File: src/htld_ram.sv
module htld_ram #(
    parameter int WIDTH = 8,
    parameter int DEPTH = 16
) (
    input  logic                     clk,
    input  logic                     wr_en,
    input  logic [$clog2(DEPTH)-1:0] wr_addr,
    input  logic [WIDTH-1:0]         wr_data,
    input  logic [WIDTH-1:0]         wr_mask,
    input  logic [$clog2(DEPTH)-1:0] rd_addr,
    output logic [WIDTH-1:0]         rd_data
);

    logic [WIDTH-1:0] mem [DEPTH];
    logic [WIDTH-1:0] rd_data_reg;

    // bit-enable write, read returns old data on a same-address write
    always_ff @(posedge clk)
    begin
        if (wr_en)
        begin
            for (int i = 0; i < WIDTH; i++)
            begin
                if (wr_mask[i])
                begin
                    mem[wr_addr][i] <= wr_data[i];
                end
            end
        end
        rd_data_reg <= mem[rd_addr];
    end

    assign rd_data = rd_data_reg;

endmodule

File: config.mk
export PLATFORM = sky130hd
export DESIGN_NAME = htld_ram
export DESIGN_NICKNAME = d
export VERILOG_FILES = /design/src/htld_ram.sv
export SDC_FILE = /design/constraint.sdc
export NUM_CORES = 1
export LEC_CHECK = 0
export BUFFER_PORTS_ARGS = -buffer_cell sky130_fd_sc_hd__buf_2
export CAP_MARGIN = 40
export CORE_MARGIN = 8
export CORE_UTILIZATION = 45
export CTS_CLUSTER_DIAMETER = 120
export DETAILED_ROUTE_END_ITERATION = 16
export SETUP_SLACK_MARGIN = 0.05
export SYNTH_ARGS = -nofsm -noshare
export SYNTH_HDL_FRONTEND = slang
export SYNTH_SLANG_ARGS = --single-unit
File: constraint.sdc
create_clock -name clk -period 1.5 [get_ports clk]
set_clock_uncertainty 0.1 [all_clocks]
set_input_delay 0.225 -clock clk [delete_from_list [all_inputs] [get_ports clk]]
set_output_delay 0.225 -clock clk [all_outputs]
set_load 0.01 [all_outputs]
==> impl_summary.md, run 1 <==
CTS
Buffers added to address setup during post-CTS repair amount to 0. The longest clock path from root to sink contains 2 buffers. The number of instances resized during post-cts repair is 0. CTS placed an instance of clkbuf_16 at the clock tree root. Buffers inserted during clock tree synthesis total 17. After clock tree synthesis, the flow added hold-fix buffers numbering 0. The source-to-sink clock delay at the later pin of the worst-skew pair is 0.42 ns. The TritonCTS clock tree is done. Clock-pin slew was measured on the worst setup and hold paths at 0.06 ns. The number of H-tree levels is 4. The sink count of the clock tree is 136.

Global route
The initial antenna violation count is 0. In the global route stage, overall resource usage came out at 16.5%. The first-pass GRT wire length is 19.2 mm.

The via count of the first global-routing pass came to 3421. The remaining global-route overflow is 0. The pin count of the biggest net entering global routing is 18.

Timing
Setup slack closes at 0.152 ns. The worst path uses 89.9% of the clock period. Hold timing on the final database bottoms out at a slack of ~0.084 ns. The final count of hold timing violations is 0. The total count of max-transition violations in the final report was 0. At the pin with the least slew margin, the transition time is 0.582 ns. Setup repair after global routing left no endpoint under its margin. Static timing analysis puts the maximum clock frequency at roughly 0.74 GHz.

The final critical path time including I/O delays and setup is 1.35 ns. The relative max-transition margin is between 60% and 70%. The setup-violating endpoint count in the final report is 0.

Synth
The Yosys step of the flow raised 0 warnings. Ranked by instance count, the synthesized netlist is headed by nor2_1, edfxtp_1, nand2_1. In the synthesized netlist, the number of instances is roughly 370. The synthesized netlist devotes 2.11% of its cell area to compound gates. The proportion of register bits with asynchronous set or reset after synthesis is 0%. The synthesized design contains 128 enable-type register cells.

The fraction of post-synthesis cell area in the top cell type by area is 67.6%. The area share of xor/xnor cells in the synthesized design is 0%. The part of the Yosys area used for sequential elements is about 70%. The cell area after synthesis is 5680 µm².

The most common cell in the synthesized netlist is nor2_1. The area share of fa/ha/maj cells after synthesis is 0%. Averaged over all synthesized cells, the footprint is approximately 15 µm². For this run, the leading register cell type out of synthesis is edfxtp_1. The fraction of the mapped netlist area in simple logic gates is 11.7%. In the post-synthesis netlist, the biggest area contributors are edfxtp_1, nor2_1, mux4_2. The share of cell area taken by muxes after synthesis is 13.6%.

In this run, synthesis produced a sequential element count of 136. The net count of the mapped netlist is 399. The main combinational cell family by area after synthesis is multiplexers.

The post-synthesis cell type with the largest combined area is edfxtp_1. Yosys mapped the design onto 17 distinct sky130hd cell types.

Layout
The area growth from synthesis to layout is 21.3%. The final net count is slightly below 500. The flip-flop count of the largest register, all copies and words added is around 130. The area used by multi-input combinational logic is approximately 1600 µm². For this run, the share of the core covered by cells in the final layout is a little under three fifths. The post-layout instance area is 6900 µm². In the final layout, flip-flops and latches occupy ~4000 µm². The count of fill cells added during filler insertion is 1042. The fraction of layout cells with a size suffix above 1 is around a quarter. The repair_antennas step left the layout with diodes totalling 0.

Outcome
The flow ran to the end, and the final reports show no timing, DRC or antenna violations.

Detailed routing
In this run, the number of DRC markers left after iteration 0 of detailed routing was 338. After detailed routing, the total wire length is ~13 mm. After detailed routing, the number of remaining DRC violations is 0. The number of antenna-violating nets in the routed design is 0. Dividing the detail-routed via count by the number of cells gives 5.36.

Dividing the detail-routed wire length by the instance count gives 19.9 µm. The vias after detailed routing is 3436. The first-pass iteration count of the detailed router is 5.

Critical path
The depth of the most critical reg-to-reg path is 3. The register-to-register path setup slack is about 0.15 ns. In this run the worst path has a maximum fanout of 1. The slowest stage of the critical path is the mux4_2 cell. The type of the setup path with the least slack is reg -> reg. The number of buffers and inverters on the critical path is 0. In this design, the stage delay of the slowest critical-path cell is 0.48 ns. Data on the critical path is required at its endpoint by 1.70 ns. Counting buffers and inverters, the worst setup path is 3 cells deep. The data arrival at the endpoint of the critical path is 1.55 ns. The worst register-to-register path ends at rd_data[4]$_DFF_P_. The element type at the critical path start is a flip-flop.

In this run the critical register-to-register path is launched from mem[3][4]$_DFFE_PP_. The cell family contributing the most delay on the critical path is multiplexers. Walking the worst path, the cells encountered are mux4_2, a22oi_1, nand2_1.

The launch point of the critical path is mem[3][4]$_DFFE_PP_. In this run the worst setup path terminates at rd_data[4]$_DFF_P_. STA classifies the critical path endpoint as a flip-flop.

Power and ir drop
IR analysis of the VDD net gives a maximum drop of 0.845 mV. Summed over all cells, the static leakage comes to between 2 and 2.5 nW. In this run the power density over the cells is 1220 nW/µm².

Worst hold path
The worst hold path belongs to the class in -> reg.

Job
Across the run, the number of max-cap violations was 0.

Placement
The post-placement cell area is 6370 µm². Before CTS, the worst setup slack after placement is -0.122 ns. The count of buffers inserted at the top-level ports is 33.

The HPWL after detailed placement is 8.76 mm. The last weighted congestion value of the routability-driven placer is 0.908.

Floorplanning
The total number of placement rows is 41. From left edge to right edge, the die measures ~130 µm. The floorplan step defined a die boundary enclosing 16500 µm².

During I/O placement, the number of pins put on the boundary was 34. The vertical die dimension is 128 µm. The core outline area is 12500 µm². The starting density of the core is 45.6%.
cell families (layout without fill, tap and decap cells):
kind of cell	count (synthesis)	count (layout)
and+or+nand+nor	170	170
AOI/OAI and AO/OA	16	16
DFF	136	136
buffers and inverters	19	115
muxes	32	32
where the power goes:
| part | switching, W | internal [W] | leakage (nW) |
|---|---|---|---|
| logic | 0.000315 | 0.000230 | 0.916 |
| clock network | 0.00139 | 0.00227 | 0.260 |
| registers | 0.0000181 | 0.00422 | 1.22 |
| total | 0.00172 | 0.00672 | 2.40 |
per-stage QoR:
| stage | setup TNS [ns] | instances | total power [W] |
|---|---|---|---|
| 2_1_floorplan | 0 | 373 | 0.00459 |
| 3_3_place_gp | -0.798 | 607 | 0.00485 |
| 3_5_place_dp | -0.968 | 609 | 0.00487 |
| 4_1_cts | 0 | 641 | 0.00851 |
| 5_1_grt | 0 | 641 | 0.00870 |
| 6_report | 0 | 641 | 0.00844 |
worst register-to-register path, delay by kind of cell (launching register included):
family / cells / cell delay [ns]
compound gates: 1 / 0.21
flops: 1 / 0.38
mux: 1 / 0.48
simple gates: 1 / 0.07
how the worst min path moves through the flow:
stage	start	to	slack (ns)	cells past startpoint
6_report	wr_data[3]	mem[12][3]$_DFFE_PP_	0.08	1
5_1_grt	wr_data[3]	mem[12][3]$_DFFE_PP_	0.08	1
4_1_cts	wr_data[4]	mem[8][4]$_DFFE_PP_	0.07	1
3_5_place_dp	wr_data[4]	mem[4][4]$_DFFE_PP_	0.51	1
3_3_place_gp	wr_data[1]	mem[1][1]$_DFFE_PP_	0.50	1
2_1_floorplan	wr_data[0]	mem[0][0]$_DFFE_PP_	0.22	0
layer usage:
layer  GRT usage (%)  routed length (µm)  up-vias
met5               0                   0        -
li1                -                   -     1571
met1            20.8                5500     1726
met2            25.7                6100      113
met3            4.34                 794       26
met4            9.02                 369        0
cell type report:
cell class | instances | share of cell area (%)
Sequential cell | 136 | 58.1
Multi-Input combinational cell | 218 | 22.6
Timing Repair Buffer | 83 | 8.56
Clock buffer | 28 | 7.35
Tap cell | 172 | 3.12
Clock inverter | 4 | 0.272
placed cells by master (no fill, tap or decap), drive strengths merged:
| cell | netlist | routed |
|---|---|---|
| nand4 | 1 | 1 |
| and2b | 1 | 1 |
| clkinv | 0 | 4 |
| edfxtp | 128 | 128 |
| nand2 | 25 | 25 |
| and2 | 1 | 1 |
| nand3 | 6 | 6 |
| nor2b | 5 | 5 |
| clkbuf | 9 | 28 |
| dfxtp | 8 | 8 |
| buf | 7 | 83 |
| a22oi | 16 | 16 |
| mux4 | 32 | 32 |
| nor2 | 131 | 131 |
No activity file was read; power rests on OpenSTA's default activity.
==> run 2, diff against run 1 <==
--- a/config.mk
+++ b/config.mk
@@ -8,7 +8,7 @@
 export BUFFER_PORTS_ARGS = -buffer_cell sky130_fd_sc_hd__buf_2
 export CAP_MARGIN = 40
 export CORE_MARGIN = 8
-export CORE_UTILIZATION = 45
+export CORE_UTILIZATION = 30
 export CTS_CLUSTER_DIAMETER = 120
 export DETAILED_ROUTE_END_ITERATION = 16
 export SETUP_SLACK_MARGIN = 0.05
==> impl_summary.md, run 2 (synthesized netlist as in run 1, its figures left out) <==
Outcome
The run finished with clean final reports.

Detailed routing
The wire length per cell after detailed routing is 18.8 µm. For this block, the routed nets add up to 13.1 mm of wire. The detail route stage leaves a number of antenna-violating nets equal to 0. The number of remaining DRC errors is 0. The first-pass iteration count of the detailed router is 5. After the first detailed-routing iteration, the DRC count stood at 270.

The final route contains 3366 vias. The via count normalized by instance count is 4.83.

Worst hold path
The min-delay analysis places its worst path in the category in -> reg. The worst hold path begins at wr_data[7].

Floorplanning
The vertical die dimension is 154 µm. Pin placement for this block handled 34 I/O pins. The starting density of the core is 30.5%. The floorplan step defined a core boundary enclosing roughly 19000 µm².

The initialized floorplan defines 50 standard-cell rows. The x dimension of the die is 154 µm. The floorplan die area is 23600 µm².

Timing
Setup repair after global routing left no endpoint under its margin. The worst-case hold slack is 0.0861 ns. The actual slew at the worst max-slew pin is about 0.53 ns.

The final count of hold timing violations is 0. The total count of max-transition violations in the final report came to 0. The final worst-path cycle share is around nine tenths. The relative max-transition margin is 64.6%. The final critical path time including I/O delays and setup is 1.37 ns. The timing-limited maximum frequency is between 0.7 and 0.8 GHz. The final total negative setup slack is 0 ns. Setup slack closes at between 0.1 and 0.15 ns.

The setup-violating endpoint count in the final report is 0.

CTS
The CTS root buffer is clkbuf_16. Clock-pin slew was measured on the worst setup and hold paths at 0.06 ns. The source-to-sink clock delay at the later pin of the worst-skew pair is 0.42 ns. The sink count of the clock tree is 136.

The maximum number of buffers from clock root to sink is 2. After clock tree synthesis, the flow added hold-fix buffers numbering 0. The number of instances resized during post-cts repair is 0. The number of H-tree levels is 4. The number of buffers inserted during clock tree synthesis is 17. The number of buffers inserted to repair setup after CTS is 0. TritonCTS built the clock tree.

Global route
The pin count of the biggest net entering global routing is 25. The initial antenna violation count is 0. The first global-routing pass estimated 19.9 mm of wire. Global routing used 11.4% of the available tracks across all layers.

The via count of the first global-routing pass is 3536. For this run the aggregate overflow at the end of global routing stands at 0.

Critical path
The launch point of the critical path is mem[1][1]$_DFFE_PP_. The element type at the critical path start is a flip-flop. On the worst path, the slowest cell contributes a delay of 0.52 ns. The capture point of the critical path is rd_data[1]$_DFF_P_. The critical path is of the reg -> reg type.

The critical path crosses 3 cells after its start point. STA classifies the critical path endpoint as a flip-flop. The buffering stage count on the worst path with inverters included is 0. The kind of cell with the highest combined delay along the critical path is multiplexers. The signal on the critical path passes through mux4_1, a22oi_1, nand2_1. The startpoint of the worst-slack reg-to-reg timing path is mem[1][1]$_DFFE_PP_. The critical path required time is between 1.5 and 2 ns. The library cell contributing the largest single delay on the critical path is mux4_1. The register-to-register path setup slack is roughly 0.13 ns. The data arrival at the endpoint of the critical path is 1.58 ns. The critical register-to-register path endpoint is rd_data[1]$_DFF_P_.

The depth of the most critical reg-to-reg path is 3. Along the worst path, the maximum fanout reaches 1.

Layout
The flip-flop count of the largest register, all copies and words added is roughly 130. From synthesis to final layout, the design area changed by 22.9%. Leaving out fill and tap cells, the most frequent cells in the layout are nor2_1, edfxtp_1, buf_4.

The final layout contains 476 nets. The number of antenna repair diodes is 0. Once layout is complete, the cells apart from fillers number 697. The filler cells instantiated in the layout total 1753. The library cell used most frequently in the layout, excluding fill and tap cells, is nor2_1. The fraction of layout cells with a size suffix above 1 is between 20% and 30%.

Placement
The congestion estimate from routability-driven global placement came to 0.793. The count of buffers inserted at the top-level ports is 33. Once placement completed, the tool counted placed cells totaling 665.

Detailed placement ended at an HPWL of 8.78 mm. The worst slack after detailed placement is -0.180 ns.

Job
The max-capacitance violation count is 0.

Power and ir drop
The power after layout is a little under 0.009 W. The power per unit of standard cell area is 1270 nW/µm². The leakage power figure is 2.39 nW. The peak supply drop is 0.586 mV.
==> run 2: changes by cell type in the layout (fill, tap and decap cells not counted), sizes merged <==
cell	previous run	this run
clkbuf	28	21
clkinvlp	0	5
buf	83	77
bufinv	0	2
==> run 2: final cells by class <==
class                           instances  area [µm²]  share of cell area [%]
Clock buffer                           21         480                    6.88
Sequential cell                       136        4000                    57.3
Timing Repair Buffer                   77         520                    7.45
Tap cell                              234         293                    4.19
Multi-Input combinational cell        218        1570                    22.4
Clock inverter                         11         121                    1.74
==> run 2: worst min path at each step <==
stage | endpoint | slack [ns] | depth (start not counted)
after floorplan | mem[0][0]$_DFFE_PP_ | 0.22 | 0
after global placement | mem[14][6]$_DFFE_PP_ | 0.50 | 1
after detailed placement | mem[10][7]$_DFFE_PP_ | 0.52 | 1
after CTS | mem[5][7]$_DFFE_PP_ | 0.07 | 1
after global routing | mem[11][0]$_DFFE_PP_ | 0.08 | 1
final | mem[10][7]$_DFFE_PP_ | 0.09 | 1
==> run 2: per-layer routing <==
| metal | vias up | global-route usage (%) | share of wire, % |
|---|---|---|---|
| met4 | 0 | 3.92 | 1.4 |
| met1 | 1697 | 12.6 | 40 |
| li1 | 1551 | - | - |
| met2 | 104 | 19.9 | 52 |
| met5 | - | 0 | 0 |
| met3 | 14 | 4.12 | 6.3 |
==> run 2: power breakdown <==
| part | total (W) | leakage (nW) | internal, W | switching, W |
|---|---|---|---|---|
| Clock | 0.00413 | 0.283 | 0.00261 | 0.00151 |
| Combinational | 0.000539 | 0.886 | 0.000224 | 0.000315 |
| Sequential | 0.00424 | 1.22 | 0.00422 | 0.0000211 |
==> run 2: metrics by stage <==
step / util (%) / instance area [µm²]
3_5_place_dp: 34.2 / 6380
4_1_cts: 37.4 / 6980
2_1_floorplan: - / 5700
6_report: 37.5 / 6980
5_1_grt: 37.5 / 6980
3_3_place_gp: 34.1 / 6360
==> run 2: worst register-to-register path, cell delays in order, from the launching register on <==
cell and delay, ns:
edfxtp_1 0.36, mux4_1 0.52, a22oi_1 0.20, nand2_1 0.08
==> run 3, diff against run 2 <==
==> constraint.sdc (replaced) <==
create_clock -name clk -period 1.1 [get_ports clk]
set_clock_uncertainty 0.1 [all_clocks]
set_input_delay 0.165 -clock clk [delete_from_list [all_inputs] [get_ports clk]]
set_output_delay 0.165 -clock clk [all_outputs]
set_load 0.01 [all_outputs]
==> impl_summary.md, run 3 (synthesized netlist as in run 1, its figures left out) <==
Outcome
The run finished, with violations left. The final reports fail on negative setup slack.

Timing
The relative max-transition margin is between 50% and 60%. For the pin with the worst max-slew slack, the measured transition is between 0.6 and 0.7 ns. The worst setup margin is -0.209 ns.

The total count of max-transition violations in the final report is 0. The final worst-path cycle share is 119%. The final count of hold timing violations was 0. Across all hold checks on the routed design, the worst slack comes to between 0.02 and 0.025 ns. Timing would allow up to about 0.76 GHz. The final total negative setup slack is -1.61 ns. Setup repair after global routing could not meet its margin everywhere.

Setup violations remaining at the end of the flow were counted as 16. After layout, the minimum clock period comes to around 1.3 ns.

Critical path
The startpoint of the worst-slack reg-to-reg timing path is mem[11][1]$_DFFE_PP_. The library cell contributing the largest single delay on the critical path is mux4_2. The signal on the critical path passes through mux4_2, a22oi_2, nand2_1.

The cell family contributing the most delay on the critical path is multiplexers. In this design, the stage delay of the slowest critical-path cell is ~0.5 ns. For the worst setup path, the data required time is 1.30 ns.

The element type at the critical path start is a flip-flop. The maximum fanout count along the critical path is 1. The worst register-to-register path has a depth of 3. The worst setup path is captured at a flip-flop.

Data arrives at the worst endpoint at approximately 1.5 ns. Counting both buffers and inverters, the worst setup path holds a total of 0. The type of the setup path with the least slack is reg -> reg. Setup slack on the worst reg-to-reg path comes out at -0.21 ns. The number of cells on the critical path is 3. The critical register-to-register path endpoint is rd_data[1]$_DFF_P_.

Global route
Global routing used 11.9% of the available tracks. The first global-routing pass estimated 20.5 mm of wire. The initial antenna violation count came to 0.

After global routing the overflow that remains totals 0. The via count of the first global-routing pass is 3442. Entering global routing, the biggest net connects 22 pins.

Power and ir drop
The clock network accounts for 44.2% of the total power. The share of power burned in registers is 48.4%. The leakage power figure is approximately 2.4 nW. The completed layout was analyzed and its total power is 0.0120 W. Of the total power, combinational logic draws 7.3%. The internal portion of the total power is ~0.0094 W. The share of total power consumed by net switching is between 20% and 30%. In this run the power spent charging and discharging nets is 0.00254 W. Across the VDD grid, the largest voltage drop is 0.982 mV. The power per unit of standard cell area is 1680 nW/µm².

Detailed routing
The via count normalized by instance count is 4.96. In the routed design, unresolved DRC markers number 0. The length of routed wiring on met1 is 5.74 mm. The wire length per cell after detailed routing is 19.5 µm. The number of antenna-violating nets in the routed design is 0. The met2 wire length is 6.36 mm. In this run, the number of DRC markers left after iteration 0 of detailed routing was 389. Wires add up to 13.4 mm. The vias after detailed routing is 3402. The detailed router used layers up to and including met4. The detailed route wirelength on metal3 is 973 µm. The first detailed-routing pass ran for 5 iterations.

Floorplanning
For this design the top-level I/O count stands at 34. The floorplan step set the die height to 154 µm. The x dimension of the die is about 150 µm. The floorplan step defined a core boundary enclosing 18600 µm².

Row generation in the floorplan step produced 50 rows. The starting density of the core is ~30%. The floorplan step defined a die boundary enclosing 23600 µm².

Placement
The HPWL after detailed placement is about 8.7 mm. The count of buffers inserted at the top-level ports is 33. Routability-driven placement finished with a final weighted congestion of ~0.71.

Layout
The flip-flop count of the largest register, all copies and words added is between 100 and 150. In the final design database the tool counted around 470 nets. The number of antenna repair diodes is 0.

The end-of-flow core utilization is about two fifths. In the final layout, the multi-input gates occupy 1720 µm². The area growth from synthesis to layout is 25.6%. Summing all flip-flop and latch instances after layout gives 4010 µm². The top cell types in the final layout, fill and taps aside, are nor2_1, edfxtp_1, mux4_2.

Fill cells in the final layout number 1743. In the final layout, the share of cells above drive strength 1 is 37.6%.

CTS
The TritonCTS clock tree is done. The clock slew seen by the registers of the worst setup and hold paths is 0.06 ns. The source-to-sink clock delay at the later pin of the worst-skew pair is 0.42 ns. The CTS root buffer is clkbuf_16. In this run the number of H-tree levels came out at 4. The number of buffers inserted during clock tree synthesis is 17. Counting every sink on the clock net gives 136. The number of buffers inserted to repair setup after CTS is 0. The maximum number of buffers from clock root to sink is 2.

Worst hold path
Counting instances, the worst hold path has a depth of 1. The path class of the tightest hold or removal check is in -> reg. The path with the worst hold slack has its endpoint at mem[10][6]$_DFFE_PP_. In this run the most critical hold path is launched from wr_data[6].

Job
The max-capacitance violation count is 0.
-- run 3: area by class of cell --
class                           count  share of cell area, %
Clock buffer                       20                   6.12
Clock inverter                     12                   1.54
Multi-Input combinational cell    218                   24.1
Sequential cell                   136                   56.2
Tap cell                          234                   4.10
Timing Repair Buffer               66                   7.89
-- run 3: worst max-delay path by stage --
stage                         endpoint  slack (ns)            startpoint
floorplan           rd_data[1]$_DFF_P_       -0.23            rd_addr[0]
global placement    rd_data[3]$_DFF_P_       -0.46            rd_addr[0]
detailed placement  rd_data[5]$_DFF_P_       -0.48            rd_addr[0]
CTS                 rd_data[2]$_DFF_P_       -0.20   mem[3][2]$_DFFE_PP_
global route        rd_data[1]$_DFF_P_       -0.26  mem[11][1]$_DFFE_PP_
finish              rd_data[1]$_DFF_P_       -0.21  mem[11][1]$_DFFE_PP_
-- run 3: per-stage QoR --
stage	worst slack (ns)	cells	area (µm²)
detailed placement	-0.475	654	6470
global route	-0.258	686	7140
floorplan	-0.226	373	5900
finish	-0.209	686	7140
global placement	-0.457	652	6450
CTS	-0.204	686	7080
-- run 3: what timing repair did --
action / in CTS / in global routing
setup endpoints to repair: 16 / 47
hold buffers: 0 / 0
gates resized for setup: 18 / 12
pin swaps: 2 / 0
-- run 3: layer usage --
metal,vias to the layer above,global-route usage (%)
met1,1743,15.6
met3,21,3.56
li1,1518,-
met4,0,5.55
met2,120,17.8
met5,-,0
-- run 3: power groups by stage --
stage | Sequential [W] | Clock (W) | Combinational, W
6_report | 0.00579 | 0.00529 | 0.000878
5_1_grt | 0.00580 | 0.00559 | 0.000947
4_1_cts | 0.00579 | 0.00537 | 0.000864
3_5_place_dp | 0.00589 | 0 | 0.000820
3_3_place_gp | 0.00588 | 0 | 0.000795
2_1_floorplan | 0.00589 | 0 | 0.000463
